[src/rtl/core/assert_macros.svh]
// Assertion macros for the history unit's RTL, included by wmm_back.
// The sampling clock is i_clk, and reset (i_rst_n low) disables every check.
`ifndef ASSERT_MACROS_SVH
`define ASSERT_MACROS_SVH

// The condition holds at every clock edge out of reset.
`define WMM_ASSERT_ALWAYS(label, cond, msg) \
    label: assert property (@(posedge i_clk) disable iff (!i_rst_n) (cond)) \
        else $error(msg);

// When the antecedent holds, the consequent holds in the next cycle.
`define WMM_ASSERT_IMP(label, ante, cons, msg) \
    label: assert property (@(posedge i_clk) disable iff (!i_rst_n) (ante) |=> (cons)) \
        else $error(msg);

`endif

[src/rtl/core/wmm_pkg.sv]
// Shared types, constants and helper functions for the windowed min/max/average unit.
// Depends on nothing; wmm_div, wmm_front, wmm_back and the top module import it.
`timescale 1ns / 1ps

package wmm_pkg;

    // History geometry.
    localparam int HISTORY_DEPTH = 64;
    localparam int PTR_W         = $clog2(HISTORY_DEPTH);
    localparam int CNT_W         = $clog2(HISTORY_DEPTH + 1);
    localparam int OFF_W         = 6;
    localparam int IDX_W         = ((PTR_W > OFF_W) ? PTR_W : OFF_W) + 1;
    localparam int CMP_W         = (CNT_W > OFF_W) ? CNT_W : OFF_W;

    // Field widths.
    localparam int TIME_W = 32;
    localparam int VAL_W  = 16;
    localparam int SUM_W  = 32;
    localparam int NSMP_W = 16;
    localparam int REC_W  = 3 * VAL_W;

    // Serial divider geometry: magnitude plus half the count, over the count.
    localparam int DIVIDEND_W = SUM_W + 1;
    localparam int DIVISOR_W  = NSMP_W;

    // Queue between the front and the back.
    localparam int QUEUE_DEPTH = 2;
    localparam int QPTR_W      = (QUEUE_DEPTH > 1) ? $clog2(QUEUE_DEPTH) : 1;
    localparam int QCNT_W      = $clog2(QUEUE_DEPTH + 1);

    // Reset values and limits.
    localparam logic [TIME_W-1:0]        PERIOD_RESET = 32'd60000;
    localparam logic signed [VAL_W-1:0]  MIN_RESET    = 16'sd32767;
    localparam logic signed [VAL_W-1:0]  MAX_RESET    = -16'sd2048;
    localparam logic [NSMP_W-1:0]        SAMPLES_MAX  = '1;

    typedef enum logic [1:0] {
        CMD_SAMPLE = 2'd0,
        CMD_POP    = 2'd1,
        CMD_PEEK   = 2'd2,
        CMD_DROP   = 2'd3
    } t_cmd;

    // One classified request travelling from the front to the back.
    typedef struct packed {
        t_cmd                     cmd;
        logic [TIME_W-1:0]        now_ms;
        logic signed [VAL_W-1:0]  value;
        logic [OFF_W-1:0]         offset;
    } t_op;

    // One result as held in the output register.
    typedef struct packed {
        logic                     ok;
        logic                     window_closed;
        logic signed [VAL_W-1:0]  average;
        logic signed [VAL_W-1:0]  minimum;
        logic signed [VAL_W-1:0]  maximum;
        logic [CNT_W-1:0]         stored_count;
    } t_result;

    // Step a history pointer round the ring.
    function automatic logic [PTR_W-1:0] ring_next(input logic [PTR_W-1:0] p);
        return (p == PTR_W'(HISTORY_DEPTH - 1)) ? '0 : p + 1'b1;
    endfunction

    // Step a queue pointer round its ring.
    function automatic logic [QPTR_W-1:0] queue_next(input logic [QPTR_W-1:0] p);
        return (p == QPTR_W'(QUEUE_DEPTH - 1)) ? '0 : p + 1'b1;
    endfunction

endpackage

[src/rtl/core/wmm_front.sv]
// Front end: accepts requests, classifies the command and queues them for the back.
// Depends on wmm_pkg for the request type and queue geometry.
`timescale 1ns / 1ps

module wmm_front
    import wmm_pkg::*;
(
    input  logic              i_clk,
    input  logic              i_rst_n,
    input  logic              push,
    output logic              full,
    input  logic [1:0]        i_cmd,
    input  logic [TIME_W-1:0] i_now_ms,
    input  logic [VAL_W-1:0]  i_sample_value,
    input  logic [OFF_W-1:0]  i_peek_offset,
    output logic              o_op_valid,
    output t_op               o_op,
    input  logic              i_op_take
);

    t_op               r_slot [QUEUE_DEPTH];
    logic [QPTR_W-1:0] r_head;
    logic [QPTR_W-1:0] r_tail;
    logic [QCNT_W-1:0] r_fill;

    t_op  in_op;
    logic do_push;
    logic do_pop;

    // Classify the incoming request.
    always_comb begin
        in_op.cmd    = t_cmd'(i_cmd);
        in_op.now_ms = i_now_ms;
        in_op.value  = $signed(i_sample_value);
        in_op.offset = (in_op.cmd == CMD_PEEK) ? i_peek_offset : '0;
    end

    assign full    = (r_fill == QCNT_W'(QUEUE_DEPTH));
    assign do_push = push && !full;
    assign do_pop  = i_op_take && (r_fill != '0);

    // Queue control.
    always_ff @(posedge i_clk) begin
        if (!i_rst_n) begin
            r_head <= '0;
            r_tail <= '0;
            r_fill <= '0;
        end else begin
            if (do_push) begin
                r_tail <= queue_next(r_tail);
            end
            if (do_pop) begin
                r_head <= queue_next(r_head);
            end
            if (do_push && !do_pop) begin
                r_fill <= r_fill + 1'b1;
            end else if (do_pop && !do_push) begin
                r_fill <= r_fill - 1'b1;
            end
        end
    end

    // Queue storage.
    always_ff @(posedge i_clk) begin
        if (do_push) begin
            r_slot[r_tail] <= in_op;
        end
    end

    assign o_op_valid = (r_fill != '0);
    assign o_op       = r_slot[r_head];

endmodule

[config.mk]
export PLATFORM = sky130hd
export DESIGN_NAME = wmm_front
export DESIGN_NICKNAME = d
export VERILOG_FILES = /design/src/rtl/core/assert_macros.svh /design/src/rtl/core/wmm_pkg.sv /design/src/rtl/core/wmm_front.sv
export SDC_FILE = /design/constraint.sdc
export NUM_CORES = 1
export LEC_CHECK = 0
export BUFFER_PORTS_ARGS = -buffer_cell sky130_fd_sc_hd__clkbuf_2
export CORE_MARGIN = 1
export CORE_UTILIZATION = 35
export DETAILED_ROUTE_END_ITERATION = 10
export MAX_ROUTING_LAYER = met4
export PLACE_DENSITY = 0.63
export SETUP_SLACK_MARGIN = 0.1
export SLEW_MARGIN = 20
export SYNTH_ARGS = -nofsm -noshare
export SYNTH_HDL_FRONTEND = slang
export SYNTH_SLANG_ARGS = --single-unit
[constraint.sdc]
create_clock -name i_clk -period 4.8 [get_ports i_clk]
set_input_delay 0.48 -clock i_clk [delete_from_list [all_inputs] [get_ports i_clk]]
set_output_delay 0.48 -clock i_clk [all_outputs]
set_load 0.005 [all_outputs]
=== Word-level counts from Yosys, hierarchy flattened ===
Memory sizes are Yosys's and may differ from the RTL's. A register that Yosys moved wholly into a read port is not among the register bits.
Index checks and enable logic that the tools add are counted.

* $add $sub $neg: 4
* Equal/unequal tests: 2
* Mux-type cells: 9
* Reduce and logical (&&, ||, !) cells: 9

{| class="wikitable"
|+ Operator list
! operator !! count
|-
| 1-bit two-way mux || 6
|-
| 6-bit two-way mux || 1
|-
| 2-bit == test (second input constant) || 2
|-
| 1-bit logical AND || 4
|-
| 2-bit two-way mux || 2
|-
| 2-bit nonzero test || 2
|-
| 1-bit zero test || 3
|-
| 1-bit adder (second input constant) || 2
|-
| 2-bit by 1-bit adder with 2-bit output (second input constant) || 1
|-
| 2-bit by 1-bit subtractor with 2-bit output (second input constant) || 1
|}

* Memories: 1
* Input port bits: 60
* Register bits after elaboration: 4
* Memory bits (writable): 112
* Output and inout port bits: 58

{| class="wikitable"
|+ Memory list
! memory !! depth !! width !! read ports !! clocked after Yosys merged registers in !! write ports !! RTL line !! source
|-
| r_slot || 2 || 56 || 1 || 1 || 1 || wmm_front.sv:21 || <nowiki>t_op r_slot [QUEUE_DEPTH];</nowiki>
|}

=== Depth between registers and ports, before layout ===
* Depth after elaboration: 7
* Gate-level depth with buffers: 7

=== Least setup slack after synthesis ===
No wires, ideal clock.

* Path kind: register to register
* Start: reg r_fill[0]
* End: mem r_slot[0][0] (netlist bit), enable pin
* Stages on the path, launching flop included: 4
* Data arrival time: 2772 ps
* Clock period less this slack: 3233 ps
* Slack: 1567 ps
* Data required time: 4339 ps
* Cells stage by stage: dfxtp_1 nand2b_1 inv_2 nor3_2

* Cells in the longest elaborated chain, start to end: 5

{| class="wikitable"
|+ Ends and longest elaborated chain
! what !! RTL line !! source
|-
| start, declared || wmm_front.sv:24 || <nowiki>logic [QCNT_W-1:0] r_fill;</nowiki>
|-
| start signal, assigned || wmm_front.sv:56 || <nowiki>r_fill <= r_fill + 1'b1;</nowiki>
|-
| start signal, assigned || wmm_front.sv:58 || <nowiki>r_fill <= r_fill - 1'b1;</nowiki>
|-
| 2-bit == test || wmm_front.sv:38 || <nowiki>assign full = (r_fill == QCNT_W'(QUEUE_DEPTH));</nowiki>
|-
| net full || wmm_front.sv:11 || <nowiki>output logic full,</nowiki>
|-
| 1-bit zero test || wmm_front.sv:39 || <nowiki>assign do_push = push && !full;</nowiki>
|-
| 1-bit logical AND || wmm_front.sv:39 ||
|-
| 1-bit two-way mux || wmm_front.sv:65 || <nowiki>if (do_push) begin</nowiki>
|-
| 1-bit two-way mux (not written as such) || wmm_front.sv:66 || <nowiki>r_slot[r_tail] <= in_op;</nowiki>
|-
| end, declared || wmm_front.sv:21 ||
|}

The timed path passes the listed nets, and every way through them passes these cells.

==> results.cfg <==
[clocking]
numCtsBuffers = 17
cts_root_buffer = clkbuf_16
postCtsHoldBufs = 0
cts_setup_buffers = 0
clock_sinks = 117
clk-insertion-delay-late_ns = 0.40
cts_resized = 0
cts_tree = done
clockBufferDepth = 2
clkTransAtPathRegs_ns = 0.05
h-tree-depth = 4

[outcome]
status = finished, final reports clean

[logic_synthesis]
synth_top_area_frac = 0.7796
syn-instance-count = 206
synth.distinct_cells = 23
synth.avg_cell_area_um2 = 20.94
synth_edf_count = 112
post-synth-top-count-cell = edfxtp_1
netlist_area_um2 = 4314
ys_seq_elements = 117
async_flop_share = 0
synth_area_leaders = edfxtp_1 78%, mux2_2 15%, dfxtp_1 2.3%
post-synth-top-area-cell = edfxtp_1
yosys_warnings = 0
syn_nets = 267
synth.top_cells.by_count = 112 x edfxtp_1, 56 x mux2_2, 9 x and2_1, 5 x dfxtp_1, 4 x buf_4
ys_seq_area_frac = 0.8028
synth_top_flop_cell = edfxtp_1

[die]
start_util = 0.3592
core.rowCount = 40
die-area_um2 = 12770
io_pins = 118
core_area_um2 = 12010
die_h_um = 113.0
die_x_um = 113.0

[placement]
place_area_um2 = 5075
port_buffers = 117
dp_hpwl_um = 4643
gp_congestion = 0.6855
place_ws_ns = 2.510

[timing]
final_max_slew_viol_count = 0
rsz0062_at_grt = false
max_freq_mhz = 377.9
max_slew_margin = 0.4614
setup_viol = 0
final.period_utilization = 0.5513
fin_crit_ns = 2.646
tightest_slew_ns = 0.8079
hold_viol = 0
worst_slack_ns = 2.154
skew_ns = 0.006870
fin_tns_setup_ns = 0

[layout]
final_cell_area_um2 = 5614
final_nets = 400
areaGrowthSynthToFinish_pct = 30.13
drive_gt1_frac = 0.5881
fin_util = 0.4674
antennaDiodeCount = 0

[grt]
grt_pass1_vias = 2375
grt_max_degree = 58
grt_first_pass_wirelength_um = 11590
antenna_found_initial = 0
grt.overflow.total = 0
grtUsageTotal = 0.1293

[power_and_ir_drop]
intPower_w = 0.002335
comb_power_share = 0.195
swShare = 0.2414
p_leak_nw = 2.148
power_switching_w = 0.0007431
clockPowerShare = 0.364
power_density_nw_per_um2 = 548.3
p_total_w = 0.003078
pwr-share-seq = 0.440
ir_drop_mv = 0.2638

[detailed_routing]
wl_um = 7532
vias = 2269
drt-pass1-iter-count = 4
viasPerCell = 4.547
ant_nets = 0
drt_iter0_drc = 105
route.detailed.drc = 0
wl_per_cell_um = 15.09

[worst_setup_path]
worstReg2RegStart = r_fill[0]$_SDFFE_PN0P_
cpPeakStageDelay_ns = 0.75
worst_ep_arrival_time_ns = 2.17
cp_slowest_cell = dfxtp_2
critPathLaunchType = flop
critPathMaxFanout = 30
reg2reg_slack_ns = 2.97
path_class = reg -> out
cp.required_ns = 4.32
rr_worst_depth = 4
path_cells = buf_4 -> mux2_2 -> clkbuf_2
end_kind = output port
worstSetupEndpoint = o_op[51]
rr_endpoint = r_slot[0][46]$_DFFE_PP_

[min_path]
hold_depth = 1
min_path_type = in -> reg

[flow_run]
cap_violations = 0
==> worst min-delay path by stage <==
| stage | startpoint | to | slack (ns) |
|---|---|---|---|
| global placement | r_fill[1]$_SDFFE_PN0P_ | r_fill[1]$_SDFFE_PN0P_ | 0.49 |
| detailed placement | r_fill[1]$_SDFFE_PN0P_ | r_fill[1]$_SDFFE_PN0P_ | 0.52 |
| floorplan | r_fill[1]$_SDFFE_PN0P_ | r_fill[1]$_SDFFE_PN0P_ | 0.48 |
| CTS | i_now_ms[31] | r_slot[1][53]$_DFFE_PP_ | 0.25 |
| finish | i_sample_value[9] | r_slot[1][15]$_DFFE_PP_ | 0.27 |
| global route | i_now_ms[23] | r_slot[1][45]$_DFFE_PP_ | 0.24 |
==> per-layer routing <==
layer,global-route usage,wire [um],part of all wire
met3,0.05624,452,0.060
met1,0.1438,3262,0.43
met5,-,0,0
met2,0.1992,3717,0.49
met4,0.06316,100,0.013
==> area by class of cell <==
| type | instances | area, um2 |
|---|---|---|
| repair buffers | 120 | 608.1 |
| fillers | 1043 | 6397 |
| clock buffers | 28 | 516.7 |
| clock inverters | 4 | 22.52 |
| well taps | 147 | 183.9 |
| inverters | 2 | 7.507 |
| flip-flops and latches | 117 | 3465 |
| multi-input cells | 81 | 810.8 |
==> critical path: cells and delay by family, from the launching register on <==
family | cells | cell delay (ns)
flops | 1 | 0.75
mux | 1 | 0.40
buf+inv | 2 | 0.60
==> power by group through the flow <==
stage	Clock, W	Sequential, W	Combinational (W)
3_3_place_gp	0	0.00137	0.000609
5_1_grt	0.00120	0.00137	0.000660
3_5_place_dp	0	0.00138	0.000613
6_report	0.00112	0.00136	0.000602
4_1_cts	0.00116	0.00136	0.000616
2_1_floorplan	0	0.00134	0.000395
==> cell families (layout without fill, tap and decap cells) <==
logic type / Yosys count / after routing / synth area share
buffers and inverters: 8 / 154 / 0.01102
AO/OA/AOI/OAI: 5 / 5 / 0.007540
multiplexers: 56 / 56 / 0.1462
AND/OR/NAND/NOR: 16 / 16 / 0.02349
adder cells (fa/ha/maj): 1 / 1 / 0.002900
XOR/XNOR: 3 / 3 / 0.006092
flip-flops: 117 / 117 / 0.8028
==> metrics by stage <==
| step | std cells | hold WS (ns) |
|---|---|---|
| after floorplan | 206 | 0.4785 |
| after global placement | 467 | 0.4915 |
| after detailed placement | 467 | 0.5155 |
| after CTS | 499 | 0.2450 |
| after global routing | 499 | 0.2437 |
| final | 499 | 0.2694 |
==> registers in the layout, summed over array words and instances, names as in the netlist, named ones only <==
register	count
r_fill	2
r_head	1
r_slot	112
r_tail	1
==> cells in the final DEF (no fill, tap or decap), types with 2 or more instances in the layout <==
master	instances
and2_1	9
buf_4	3
clkbuf_1	6
clkbuf_16	17
clkbuf_2	117
clkbuf_8	5
clkinv_2	3
dfxtp_1	4
edfxtp_1	112
mux2_2	56
xnor2_1	2
Note: power is estimated with default switching activity, not from simulation.
