$ cat src/rtl/core/assert_macros.svh
// Assertion macros for the history unit's RTL, included by wmm_back.
// The sampling clock is i_clk, and reset (i_rst_n low) disables every check.
`ifndef ASSERT_MACROS_SVH
`define ASSERT_MACROS_SVH

// The condition holds at every clock edge out of reset.
`define WMM_ASSERT_ALWAYS(label, cond, msg) \
    label: assert property (@(posedge i_clk) disable iff (!i_rst_n) (cond)) \
        else $error(msg);

// When the antecedent holds, the consequent holds in the next cycle.
`define WMM_ASSERT_IMP(label, ante, cons, msg) \
    label: assert property (@(posedge i_clk) disable iff (!i_rst_n) (ante) |=> (cons)) \
        else $error(msg);

`endif

$ cat src/rtl/core/wmm_pkg.sv
// Shared types, constants and helper functions for the windowed min/max/average unit.
// Depends on nothing; wmm_div, wmm_front, wmm_back and the top module import it.
`timescale 1ns / 1ps

package wmm_pkg;

    // History geometry.
    localparam int HISTORY_DEPTH = 64;
    localparam int PTR_W         = $clog2(HISTORY_DEPTH);
    localparam int CNT_W         = $clog2(HISTORY_DEPTH + 1);
    localparam int OFF_W         = 6;
    localparam int IDX_W         = ((PTR_W > OFF_W) ? PTR_W : OFF_W) + 1;
    localparam int CMP_W         = (CNT_W > OFF_W) ? CNT_W : OFF_W;

    // Field widths.
    localparam int TIME_W = 32;
    localparam int VAL_W  = 16;
    localparam int SUM_W  = 32;
    localparam int NSMP_W = 16;
    localparam int REC_W  = 3 * VAL_W;

    // Serial divider geometry: magnitude plus half the count, over the count.
    localparam int DIVIDEND_W = SUM_W + 1;
    localparam int DIVISOR_W  = NSMP_W;

    // Queue between the front and the back.
    localparam int QUEUE_DEPTH = 2;
    localparam int QPTR_W      = (QUEUE_DEPTH > 1) ? $clog2(QUEUE_DEPTH) : 1;
    localparam int QCNT_W      = $clog2(QUEUE_DEPTH + 1);

    // Reset values and limits.
    localparam logic [TIME_W-1:0]        PERIOD_RESET = 32'd60000;
    localparam logic signed [VAL_W-1:0]  MIN_RESET    = 16'sd32767;
    localparam logic signed [VAL_W-1:0]  MAX_RESET    = -16'sd2048;
    localparam logic [NSMP_W-1:0]        SAMPLES_MAX  = '1;

    typedef enum logic [1:0] {
        CMD_SAMPLE = 2'd0,
        CMD_POP    = 2'd1,
        CMD_PEEK   = 2'd2,
        CMD_DROP   = 2'd3
    } t_cmd;

    // One classified request travelling from the front to the back.
    typedef struct packed {
        t_cmd                     cmd;
        logic [TIME_W-1:0]        now_ms;
        logic signed [VAL_W-1:0]  value;
        logic [OFF_W-1:0]         offset;
    } t_op;

    // One result as held in the output register.
    typedef struct packed {
        logic                     ok;
        logic                     window_closed;
        logic signed [VAL_W-1:0]  average;
        logic signed [VAL_W-1:0]  minimum;
        logic signed [VAL_W-1:0]  maximum;
        logic [CNT_W-1:0]         stored_count;
    } t_result;

    // Step a history pointer round the ring.
    function automatic logic [PTR_W-1:0] ring_next(input logic [PTR_W-1:0] p);
        return (p == PTR_W'(HISTORY_DEPTH - 1)) ? '0 : p + 1'b1;
    endfunction

    // Step a queue pointer round its ring.
    function automatic logic [QPTR_W-1:0] queue_next(input logic [QPTR_W-1:0] p);
        return (p == QPTR_W'(QUEUE_DEPTH - 1)) ? '0 : p + 1'b1;
    endfunction

endpackage

$ cat src/rtl/core/wmm_ram.sv
// Generic single-write, single-read RAM with a registered read port.
// Stands alone; holds the history records of the unit.
`timescale 1ns / 1ps

module wmm_ram #(
    parameter int WIDTH = 8,
    parameter int DEPTH = 16
) (
    input  logic                     i_clk,
    input  logic                     i_we,
    input  logic [$clog2(DEPTH)-1:0] i_waddr,
    input  logic [WIDTH-1:0]         i_wdata,
    input  logic                     i_re,
    input  logic [$clog2(DEPTH)-1:0] i_raddr,
    output logic [WIDTH-1:0]         o_rdata
);

    logic [WIDTH-1:0] r_mem [DEPTH];
    logic [WIDTH-1:0] r_rdata;

    // Write port and registered read port.
    always_ff @(posedge i_clk) begin
        if (i_we) begin
            r_mem[i_waddr] <= i_wdata;
        end
        if (i_re) begin
            r_rdata <= r_mem[i_raddr];
        end
    end

    assign o_rdata = r_rdata;

endmodule

$ cat src/rtl/core/wmm_div.sv
// Restoring serial divider for the window average, one quotient bit per cycle.
// Depends on wmm_pkg for the operand widths.
`timescale 1ns / 1ps

module wmm_div
    import wmm_pkg::*;
(
    input  logic                  i_clk,
    input  logic                  i_rst_n,
    input  logic                  i_start,
    input  logic [DIVIDEND_W-1:0] i_dividend,
    input  logic [DIVISOR_W-1:0]  i_divisor,
    output logic                  o_done,
    output logic [VAL_W-1:0]      o_quotient
);

    localparam int STEP_W = $clog2(DIVIDEND_W + 1);

    logic                  r_busy;
    logic                  r_done;
    logic [STEP_W-1:0]     r_step;
    logic [DIVIDEND_W-1:0] r_dq;
    logic [DIVISOR_W-1:0]  r_rem;
    logic [DIVISOR_W-1:0]  r_divisor;

    logic [DIVISOR_W:0]    rem_sh;
    logic                  fits;
    logic [DIVISOR_W:0]    rem_sub;

    // One restoring step: shift in the next dividend bit and try the subtraction.
    always_comb begin
        rem_sh  = {r_rem, r_dq[DIVIDEND_W-1]};
        fits    = (rem_sh >= {1'b0, r_divisor});
        rem_sub = rem_sh - {1'b0, r_divisor};
    end

    always_ff @(posedge i_clk) begin
        if (!i_rst_n) begin
            r_busy <= 1'b0;
            r_done <= 1'b0;
            r_step <= '0;
        end else begin
            r_done <= 1'b0;
            if (i_start) begin
                r_busy <= 1'b1;
                r_step <= '0;
            end else if (r_busy) begin
                r_step <= r_step + 1'b1;
                if (r_step == STEP_W'(DIVIDEND_W - 1)) begin
                    r_busy <= 1'b0;
                    r_done <= 1'b1;
                end
            end
        end
    end

    // Datapath registers need no reset.
    always_ff @(posedge i_clk) begin
        if (i_start) begin
            r_dq      <= i_dividend;
            r_rem     <= '0;
            r_divisor <= i_divisor;
        end else if (r_busy) begin
            r_dq  <= {r_dq[DIVIDEND_W-2:0], fits};
            r_rem <= fits ? rem_sub[DIVISOR_W-1:0] : rem_sh[DIVISOR_W-1:0];
        end
    end

    assign o_done     = r_done;
    assign o_quotient = r_dq[VAL_W-1:0];

endmodule

$ cat src/rtl/core/wmm_back.sv
// Back end: window accumulation, history ring, serial average and the result register.
// Depends on wmm_pkg, wmm_div, wmm_ram and assert_macros.svh.
`timescale 1ns / 1ps
`include "assert_macros.svh"

module wmm_back
    import wmm_pkg::*;
(
    input  logic              i_clk,
    input  logic              i_rst_n,
    input  logic              i_cfg_valid,
    input  logic [TIME_W-1:0] i_cfg_data,
    input  logic              i_op_valid,
    input  t_op               i_op,
    output logic              o_op_take,
    input  logic              i_res_pop,
    output logic              o_res_valid,
    output t_result           o_res
);

    typedef enum logic [1:0] {
        S_IDLE,
        S_DIV,
        S_READ
    } t_state;

    t_state                  r_state, n_state;
    t_op                     r_op, n_op;
    logic [TIME_W-1:0]       r_period, n_period;
    logic [PTR_W-1:0]        r_wp, n_wp;
    logic [PTR_W-1:0]        r_rp, n_rp;
    logic [CNT_W-1:0]        r_count, n_count;
    logic [TIME_W-1:0]       r_start, n_start;
    logic signed [SUM_W-1:0] r_sum, n_sum;
    logic [NSMP_W-1:0]       r_samples, n_samples;
    logic signed [VAL_W-1:0] r_min, n_min;
    logic signed [VAL_W-1:0] r_max, n_max;
    logic                    r_res_valid, n_res_valid;
    t_result                 r_res, n_res;

    logic                    take;
    logic [TIME_W-1:0]       elapsed;
    logic [IDX_W-1:0]        idx_sum;
    logic [IDX_W-1:0]        idx_wrap;
    logic [SUM_W-1:0]        sum_mag;
    logic [DIVIDEND_W-1:0]   dividend;
    logic signed [VAL_W-1:0] avg;

    logic                    div_start;
    logic                    div_done;
    logic [VAL_W-1:0]        div_q;

    logic                    ram_we;
    logic [REC_W-1:0]        ram_wdata;
    logic                    ram_re;
    logic [PTR_W-1:0]        ram_raddr;
    logic [REC_W-1:0]        ram_rdata;

    wmm_div u_div (
        .i_clk      (i_clk),
        .i_rst_n    (i_rst_n),
        .i_start    (div_start),
        .i_dividend (dividend),
        .i_divisor  (r_samples),
        .o_done     (div_done),
        .o_quotient (div_q)
    );

    wmm_ram #(
        .WIDTH (REC_W),
        .DEPTH (HISTORY_DEPTH)
    ) u_ram (
        .i_clk   (i_clk),
        .i_we    (ram_we),
        .i_waddr (r_wp),
        .i_wdata (ram_wdata),
        .i_re    (ram_re),
        .i_raddr (ram_raddr),
        .o_rdata (ram_rdata)
    );

    // Operands that do not depend on the state machine.
    always_comb begin
        take     = (r_state == S_IDLE) && i_op_valid && !r_res_valid;
        elapsed  = i_op.now_ms - r_start;
        idx_sum  = IDX_W'(r_rp) + IDX_W'(i_op.offset);
        idx_wrap = (idx_sum >= IDX_W'(HISTORY_DEPTH)) ? idx_sum - IDX_W'(HISTORY_DEPTH)
                                                      : idx_sum;
        sum_mag  = r_sum[SUM_W-1] ? SUM_W'(-r_sum) : SUM_W'(r_sum);
        dividend = {1'b0, sum_mag} + DIVIDEND_W'(r_samples >> 1);
        if (r_samples == '0) begin
            avg = '0;
        end else if (r_sum[SUM_W-1]) begin
            avg = -$signed(div_q);
        end else begin
            avg = $signed(div_q);
        end
    end

    // Next-state and datapath decisions.
    always_comb begin
        n_state     = r_state;
        n_op        = r_op;
        n_period    = i_cfg_valid ? i_cfg_data : r_period;
        n_wp        = r_wp;
        n_rp        = r_rp;
        n_count     = r_count;
        n_start     = r_start;
        n_sum       = r_sum;
        n_samples   = r_samples;
        n_min       = r_min;
        n_max       = r_max;
        n_res_valid = r_res_valid && !i_res_pop;
        n_res       = r_res;
        div_start   = 1'b0;
        ram_we      = 1'b0;
        ram_wdata   = {avg, r_min, r_max};
        ram_re      = 1'b0;
        ram_raddr   = r_rp;

        case (r_state)
            S_IDLE: begin
                if (take) begin
                    n_op                  = i_op;
                    n_res                 = '0;
                    n_res.stored_count    = r_count;
                    case (i_op.cmd)
                        CMD_SAMPLE: begin
                            n_res.ok = 1'b1;
                            if (elapsed > r_period) begin
                                // The window closes: the average goes through the divider.
                                div_start = 1'b1;
                                n_state   = S_DIV;
                            end else begin
                                if (r_samples != SAMPLES_MAX) begin
                                    n_sum     = r_sum + SUM_W'(i_op.value);
                                    n_samples = r_samples + 1'b1;
                                end
                                if (i_op.value < r_min) begin
                                    n_min = i_op.value;
                                end
                                if (i_op.value > r_max) begin
                                    n_max = i_op.value;
                                end
                                n_res_valid = 1'b1;
                            end
                        end
                        CMD_POP: begin
                            if (r_count != '0) begin
                                ram_re             = 1'b1;
                                n_rp               = ring_next(r_rp);
                                n_count            = r_count - 1'b1;
                                n_res.ok           = 1'b1;
                                n_res.stored_count = r_count - 1'b1;
                                n_state            = S_READ;
                            end else begin
                                n_res_valid = 1'b1;
                            end
                        end
                        CMD_PEEK: begin
                            if (CMP_W'(r_count) > CMP_W'(i_op.offset)) begin
                                ram_re    = 1'b1;
                                ram_raddr = idx_wrap[PTR_W-1:0];
                                n_res.ok  = 1'b1;
                                n_state   = S_READ;
                            end else begin
                                n_res_valid = 1'b1;
                            end
                        end
                        CMD_DROP: begin
                            if (r_count != '0) begin
                                n_rp               = ring_next(r_rp);
                                n_count            = r_count - 1'b1;
                                n_res.ok           = 1'b1;
                                n_res.stored_count = r_count - 1'b1;
                            end
                            n_res_valid = 1'b1;
                        end
                        default: begin
                            n_res_valid = 1'b1;
                        end
                    endcase
                end
            end
            S_DIV: begin
                if (div_done) begin
                    // Store the record, then open the next window with the closing sample.
                    ram_we               = 1'b1;
                    n_wp                 = ring_next(r_wp);
                    if (r_count < CNT_W'(HISTORY_DEPTH)) begin
                        n_count = r_count + 1'b1;
                    end else begin
                        n_rp = ring_next(r_rp);
                    end
                    n_res.window_closed  = 1'b1;
                    n_res.average        = avg;
                    n_res.minimum        = r_min;
                    n_res.maximum        = r_max;
                    n_res.stored_count   = (r_count < CNT_W'(HISTORY_DEPTH)) ? r_count + 1'b1
                                                                             : r_count;
                    n_res_valid          = 1'b1;
                    n_start              = r_op.now_ms;
                    n_sum                = SUM_W'(r_op.value);
                    n_samples            = NSMP_W'(1);
                    n_min                = r_op.value;
                    n_max                = r_op.value;
                    n_state              = S_IDLE;
                end
            end
            S_READ: begin
                n_res.average = $signed(ram_rdata[REC_W-1 -: VAL_W]);
                n_res.minimum = $signed(ram_rdata[2*VAL_W-1 -: VAL_W]);
                n_res.maximum = $signed(ram_rdata[VAL_W-1:0]);
                n_res_valid   = 1'b1;
                n_state       = S_IDLE;
            end
            default: begin
                n_state = S_IDLE;
            end
        endcase
    end

    // State and registered outputs.
    always_ff @(posedge i_clk) begin
        if (!i_rst_n) begin
            r_state     <= S_IDLE;
            r_period    <= PERIOD_RESET;
            r_wp        <= '0;
            r_rp        <= '0;
            r_count     <= '0;
            r_start     <= '0;
            r_sum       <= '0;
            r_samples   <= '0;
            r_min       <= MIN_RESET;
            r_max       <= MAX_RESET;
            r_res_valid <= 1'b0;
        end else begin
            r_state     <= n_state;
            r_period    <= n_period;
            r_wp        <= n_wp;
            r_rp        <= n_rp;
            r_count     <= n_count;
            r_start     <= n_start;
            r_sum       <= n_sum;
            r_samples   <= n_samples;
            r_min       <= n_min;
            r_max       <= n_max;
            r_res_valid <= n_res_valid;
        end
        r_op  <= n_op;
        r_res <= n_res;
    end

    assign o_op_take   = take;
    assign o_res_valid = r_res_valid;
    assign o_res       = r_res;

    `WMM_ASSERT_ALWAYS(a_count_bound, r_count <= CNT_W'(HISTORY_DEPTH), "record count above depth")
    `WMM_ASSERT_ALWAYS(a_done_in_div, !div_done || r_state == S_DIV, "divider done outside divide")
    `WMM_ASSERT_IMP(a_read_capture, ram_re, r_state == S_READ && !r_res_valid, "read data lost")

endmodule

$ cat config.mk
export PLATFORM = sky130hd
export DESIGN_NAME = wmm_back
export DESIGN_NICKNAME = d
export VERILOG_FILES = /design/src/rtl/core/wmm_pkg.sv /design/src/rtl/core/wmm_ram.sv /design/src/rtl/core/wmm_div.sv /design/src/rtl/core/wmm_back.sv
export VERILOG_INCLUDE_DIRS = /design/src /design/src/rtl/core
export SDC_FILE = /design/constraint.sdc
export NUM_CORES = 2
export LEC_CHECK = 0
export ABC_CLOCK_PERIOD_IN_PS = 8390
export BUFFER_PORTS_ARGS = -buffer_cell sky130_fd_sc_hd__clkbuf_2
export CAP_MARGIN = 15
export CORE_UTILIZATION = 35
export DETAILED_ROUTE_END_ITERATION = 7
export SLEW_MARGIN = 10
export SYNTH_ARGS = -nofsm -noshare
export SYNTH_HDL_FRONTEND = slang
export SYNTH_SLANG_ARGS = --single-unit
$ cat constraint.sdc
create_clock -name i_clk -period 8.39 [get_ports i_clk]
set_input_delay 1.2585 -clock i_clk [delete_from_list [all_inputs] [get_ports i_clk]]
set_output_delay 1.2585 -clock i_clk [all_outputs]
set_load 0.05 [all_outputs]
* After elaboration in Yosys (flattened, before gate mapping)
Memory sizes are Yosys's and may differ from the RTL's. A register that Yosys moved wholly into a read port is not among the register bits.
Cells that the tools add are included.
** Operators by class
- $lt $le $gt $ge :: 7
- Bitwise logic cells :: 2
- Eq/ne operators :: 23
- Mux-type cells :: 85
- Reductions and logical operators :: 24
- Add/sub/neg operators :: 14
** Operator list (number)
- two-way mux 16 bit :: 17
- two-way mux 32 bit :: 6
- case mux 48 bit (3 select lines) :: 1
- two-way mux 56 bit :: 2
- case mux 16 bit (2 select lines) :: 3
- two-way mux 6 bit :: 12
- two-way mux 33 bit :: 2
- case mux 32 bit (2 select lines) :: 1
- two-way mux 7 bit :: 5
- adder 32 x 15 -> 33 bit :: 1
- adder 32 x 16 -> 32 bit :: 1
- > comparator 32 bit :: 1
- negation 32 bit :: 1
- subtractor 32 bit :: 1
- AND reduction 6 bit :: 5
- case mux 7 bit (2 select lines) :: 2
- two-way mux 1 bit :: 21
- adder 6 x 1 -> 6 bit, second input constant :: 3
- == test 6 bit, second input constant :: 3
- >= comparator 17 x 16 -> 1 bit :: 1
- adder 16 x 1 -> 16 bit, second input constant :: 1
- > comparator 16 bit :: 1
- zero test 16 bit :: 1
- less-than comparator 16 bit :: 1
- 34 further kinds :: 62
** Storage, ports and cells
- Register bits after elaboration :: 344
- Bits in writable memories :: 3072
- Memories kept :: 1
- Bits of input ports :: 93
** Memories
- u_ram.r_mem :: words 64, width 48, rd ports 1, clocked after Yosys merged registers in 1, write ports 1, RTL line wmm_ram.sv:18 : logic [WIDTH-1:0] r_mem [DEPTH];

* Longest topological paths before layout
- Word-level depth :: 7
- Depth in mapped cells :: 27
- Gate-level depth less buffers :: 25

* Cells and area by module
Synthesis repeated with hierarchy kept, for this count alone.
** Unflattened totals
- Cell total of the unflattened synthesis :: 7708
- Area, all modules :: 140870.1 µm²
** Modules (own cells, without submodules)
- wmm_ram :: cells each 5247, times used 1, sequential area each 93689.9 µm², area an instance 118671.3 µm²
- wmm_back :: cells each 2107, times used 1, sequential area each 6476.2 µm², area an instance 18222.5 µm²
- wmm_div :: cells each 354, times used 1, sequential area each 1951.9 µm², area an instance 3976.3 µm²

* Worst setup path before layout
Ideal clock, no wire load.
- Kind :: input -> register
- From :: input i_op[22] in the netlist's numbering
- To :: register u_div.r_dq[0], enable pin
- Setup slack :: 1.817 ns
- Required time :: 7.906 ns
- Stages :: 26
- Arrival :: 6.089 ns
- Library setup time :: 0.484 ns
- Cells stage by stage :: inv_1 ha_1 inv_1 fa_1 a21o_1 a221o_1 nor2_1 o41a_1 a31o_2 o31a_1 a21oi_1 a41o_1 a21oi_1 xnor2_1 ha_1 nand4_1 nor4_1 nand2_1 nor2_1 nor2b_1 o21ai_1 nand2_1 nand3_1 clkbuf_1 clkbuf_1 nand2_1
** Between the ends
- Longest elaborated chain between the ends :: 7
** Ends and longest elaborated chain
- start: declaration :: RTL line wmm_back.sv:14 : input t_op i_op,
- subtractor 32 bit :: RTL line wmm_back.sv:85 : elapsed = i_op.now_ms - r_start;
- > comparator 32 bit :: RTL line wmm_back.sv:130 : if (elapsed > r_period) begin
- two-way mux 1 bit :: RTL line wmm_back.sv:130
- two-way mux 1 bit :: RTL line wmm_back.sv:127 : case (i_op.cmd)
- two-way mux 1 bit :: RTL line wmm_back.sv:123 : if (take) begin
- two-way mux 1 bit :: RTL line wmm_back.sv:121 : case (r_state)
- nonzero test 2 bit (no line)
- end signal: assignment :: RTL line wmm_div.sv:60 : r_dq <= i_dividend;
- end signal: assignment :: RTL line wmm_div.sv:64 : r_dq <= {r_dq[DIVIDEND_W-2:0], fits};
- end: declaration :: RTL line wmm_div.sv:22 : logic [DIVIDEND_W-1:0] r_dq;
No other way between the ends.
A chain may end at the register's enable or synchronous reset.

* Worst setup path after layout
- From :: input i_op[23] in the netlist's numbering
- To :: register r_min[12]
** Between the ends
- Longest elaborated chain between the ends :: 4
** Ends and longest elaborated chain
- subtractor 32 bit :: RTL line wmm_back.sv:85
- > comparator 32 bit :: RTL line wmm_back.sv:130
- != test 2 bit (no line)
- AND reduction 6 bit (no line)
- end signal: assignment :: RTL line wmm_back.sv:246 : r_min <= n_min;
- end: declaration :: RTL line wmm_back.sv:36 : logic signed [VAL_W-1:0] r_min, n_min;
No other way between the ends.

==> impl_metrics.toml <==
[worst_setup_path]
worstPathArrival_ps = 7270
worstReg2RegStart = "r_start[4]"
worst_setup_path_end_kind = "register"
critPathKind = "in2reg"
required_ps = 9180
worst_setup_path_start_kind = "primary input"
regToRegEndpoint = "r_min[12]"
cp_max_fo = 31
rrSetupSlack_ps = 1950
reg2reg_depth = 20

[timing]
setup_viol = 0
worstMarginPinSlew_ps = 1240
timing.fmax_mhz = 154
fin_setup_tns_ps = 0
fin_crit_sh_pct = 77.3
relSlewSlack_pct = 16.6
period_needed_ps = 6490
hold_viol = 0
rsz0062_at_grt = "no"
drv_slew = 0
worst_clock_skew_ps = 53.8

[synthesis]
synthMuxAreaShare_pct = 4.95
synth_cell_type_count = 90
synth_edf_count = 3274
ys_top_cells_by_count = "3,274 x edfxtp_1, 2,090 x nand2_1, 1,114 x nand3_1, 524 x clkbuf_1, 504 x mux2i_1"
yosysMostFrequentCell = "edfxtp_1"
yosysWarnings = 0
syn_area_um2 = 142000
synth_top_cell_by_area = "edfxtp_1"
synth_top_family_by_area = "simple AND/OR/NAND/NOR gates"
ys_async_sr_fraction_pct = 0
synth_top_area_share_pct = 69.0
syn_inst = 10500
synth_simple_gate_area_share_pct = 11.9
synth_xor_area_share_pct = 1.04
synthTopCellsByArea = "edfxtp_1 69%, nand2_1 5.5%, nand3_1 3.9%"
yosysSeqAreaShare_pct = 71.7
synth_nets = 10800
syn_avg_cell_area_um2 = 13.5
synth-compound-area-share_pct = 6.48
yosys.area_share.adder_pct = 1.70
synth-main-ff-cell = "edfxtp_1"
ys_seq_elements = 3464

[clock_network]
cts_hold_buffers = 0
ctsLongestPathBuffers = 4
clkTransAtPathRegs_ps = 60
cts_setup_buffers = 0
cts_resized = 0
cts_max_level = 5
cts_tree = "built"
clkLatencyLatePin_ps = 960
cts.sinks = 3464
cts_buffers = 357
root_buffer = "clkbuf_16"

[detailed_routing]
drcViolationCount = 0
vias_per_cell = 5.54
first_iter_violations = 10800
drt_pre_antenna_iters = 6
postRouteAntennaNets = 0
num_vias = 91000
post_drt_wl_per_cell_um = 26.6
wl_mm = 437

[worst_hold_path]
hold_end = "r_start[21]"
hold_start = "r_start[21]"
min_delay_path_depth = 2
hp-class = "reg2reg"

[global_route]
grt_pass1_vias = 85800
overflow = 0
antenna_found_initial = 10
grt_pass1_wl_mm = 621
grt_max_degree = 112
grt_usage_pct = 20.7

[floorplan]
die_h_um = 640
die_area_um2 = 409000
io_pins = 152
coreArea_um2 = 404000
rows = 233
start_util_pct = 35.3
die_w_um = 640

[place]
dp_hpwl_mm = 252
port_buffers = 151
place_congestion = 0.837
place_area_um2 = 151000

[power_and_ir_drop]
power_density_nw_per_um2 = 281
finalPower_uw = 45700
leakage_uw = 0.0572
ir_worst_vdd_uv = 190

[final_layout]
drive_gt1_share_pct = 11.2
final_area_um2 = 163000
areaGrowthSynthToFinish_pct = 14.3
num-nets-final = 11000
nFillCells = 37000

[run]
cap_violations = 0

[status]
status = "finished clean"
-- per-layer routing --
metal  part of all wire, %  wire [um]  vias to the layer above  GRT usage (%)
met5                     0          0                        -              0
met4                   4.1      17700                        0           7.76
met3                   8.6      37400                      744           3.56
met2                    47     204000                     4137           33.5
met1                    41     178000                    46200           27.8
li1                      -          -                    39900              -
-- where the power goes --
group	leakage [uW]	switching, uW	internal (uW)
sequential	0.0314	324	19800
combinational	0.0204	6850	3280
clock	0.00543	6870	8530
total	0.0572	14000	31600
-- registers in the layout, summed over array words and instances, names as in the netlist, 32 cells and up --
signal         count
o_res             57
r_op              48
r_period          32
r_start           32
r_sum             32
u_div.r_dq        33
u_ram.o_rdata     48
u_ram.r_mem     3072
-- critical path: stages --
cell and delay [ps]:
clkbuf_2 120, ha_1 280, nor2b_1 130, o21a_1 180, o21ai_0 260, a31oi_1 280
o21ai_0 450, a31o_2 270, a211o_1 160, a31oi_1 180, or4b_2 670, nand3_1 120
ha_1 160, nand4_1 170, nor4_1 390, nand2_1 130, o22ai_1 350, nand3_1 420
a221o_1 870, nor3_1 350, a31oi_1 60
-- worst max-delay path by stage --
stage	start	endpoint	cells past startpoint
after detailed placement	i_op[23]	r_min[12]	21
final	i_op[23]	r_min[12]	21
after floorplan	i_op[22]	u_div.r_dq[0]	26
after global routing	i_op[23]	r_min[1]	23
after CTS	r_start[4]	r_min[12]	20
after global placement	i_op[23]	r_min[6]	21
-- layout by cell type, fill, tap and decap left out, drive strengths merged, types with 84 or more instances in the layout --
cell type / n
edfxtp: 3274
nand2: 2090
nand3: 1114
clkbuf: 607
mux2i: 504
a21oi: 398
buf: 324
nor2: 242
o21ai: 207
inv: 195
dfxtp: 190
ha: 185
a31oi: 148
o22ai: 145
clkinv: 145
o221ai: 106
nor3: 104
xnor2: 92
mux4: 84
-- area by class of cell --
class / count / area, um2 / area share [%]
Clock inverter: 187 / 1790 / 1.10
Clock buffer: 457 / 9410 / 5.78
Sequential cell: 3464 / 102000 / 62.8
Antenna cell: 9 / 22.5 / 0.0138
Timing Repair Buffer: 474 / 3810 / 2.34
Multi-Input combinational cell: 6254 / 38100 / 23.4
Tap cell: 5405 / 6760 / 4.16
Inverter: 180 / 679 / 0.418
-- cells by family after synthesis --
kind of cell / count (synthesis)
flops: 3464
xor+xnor: 169
simple gates: 3878
buf+inv: 822
compound gates: 1419
fa+ha+maj: 190
mux: 598
-- stage by stage --
step	std cells	setup WS, ps	hold WS (ps)	utilization (%)
after global routing	16400	1380	478	40.3
after CTS	16400	1910	433	40.3
after global placement	15800	988	442	37.5
final	16400	1900	455	40.3
after floorplan	10500	1820	436	-
after detailed placement	15800	947	448	37.5
(Power assumes the default switching activity.)
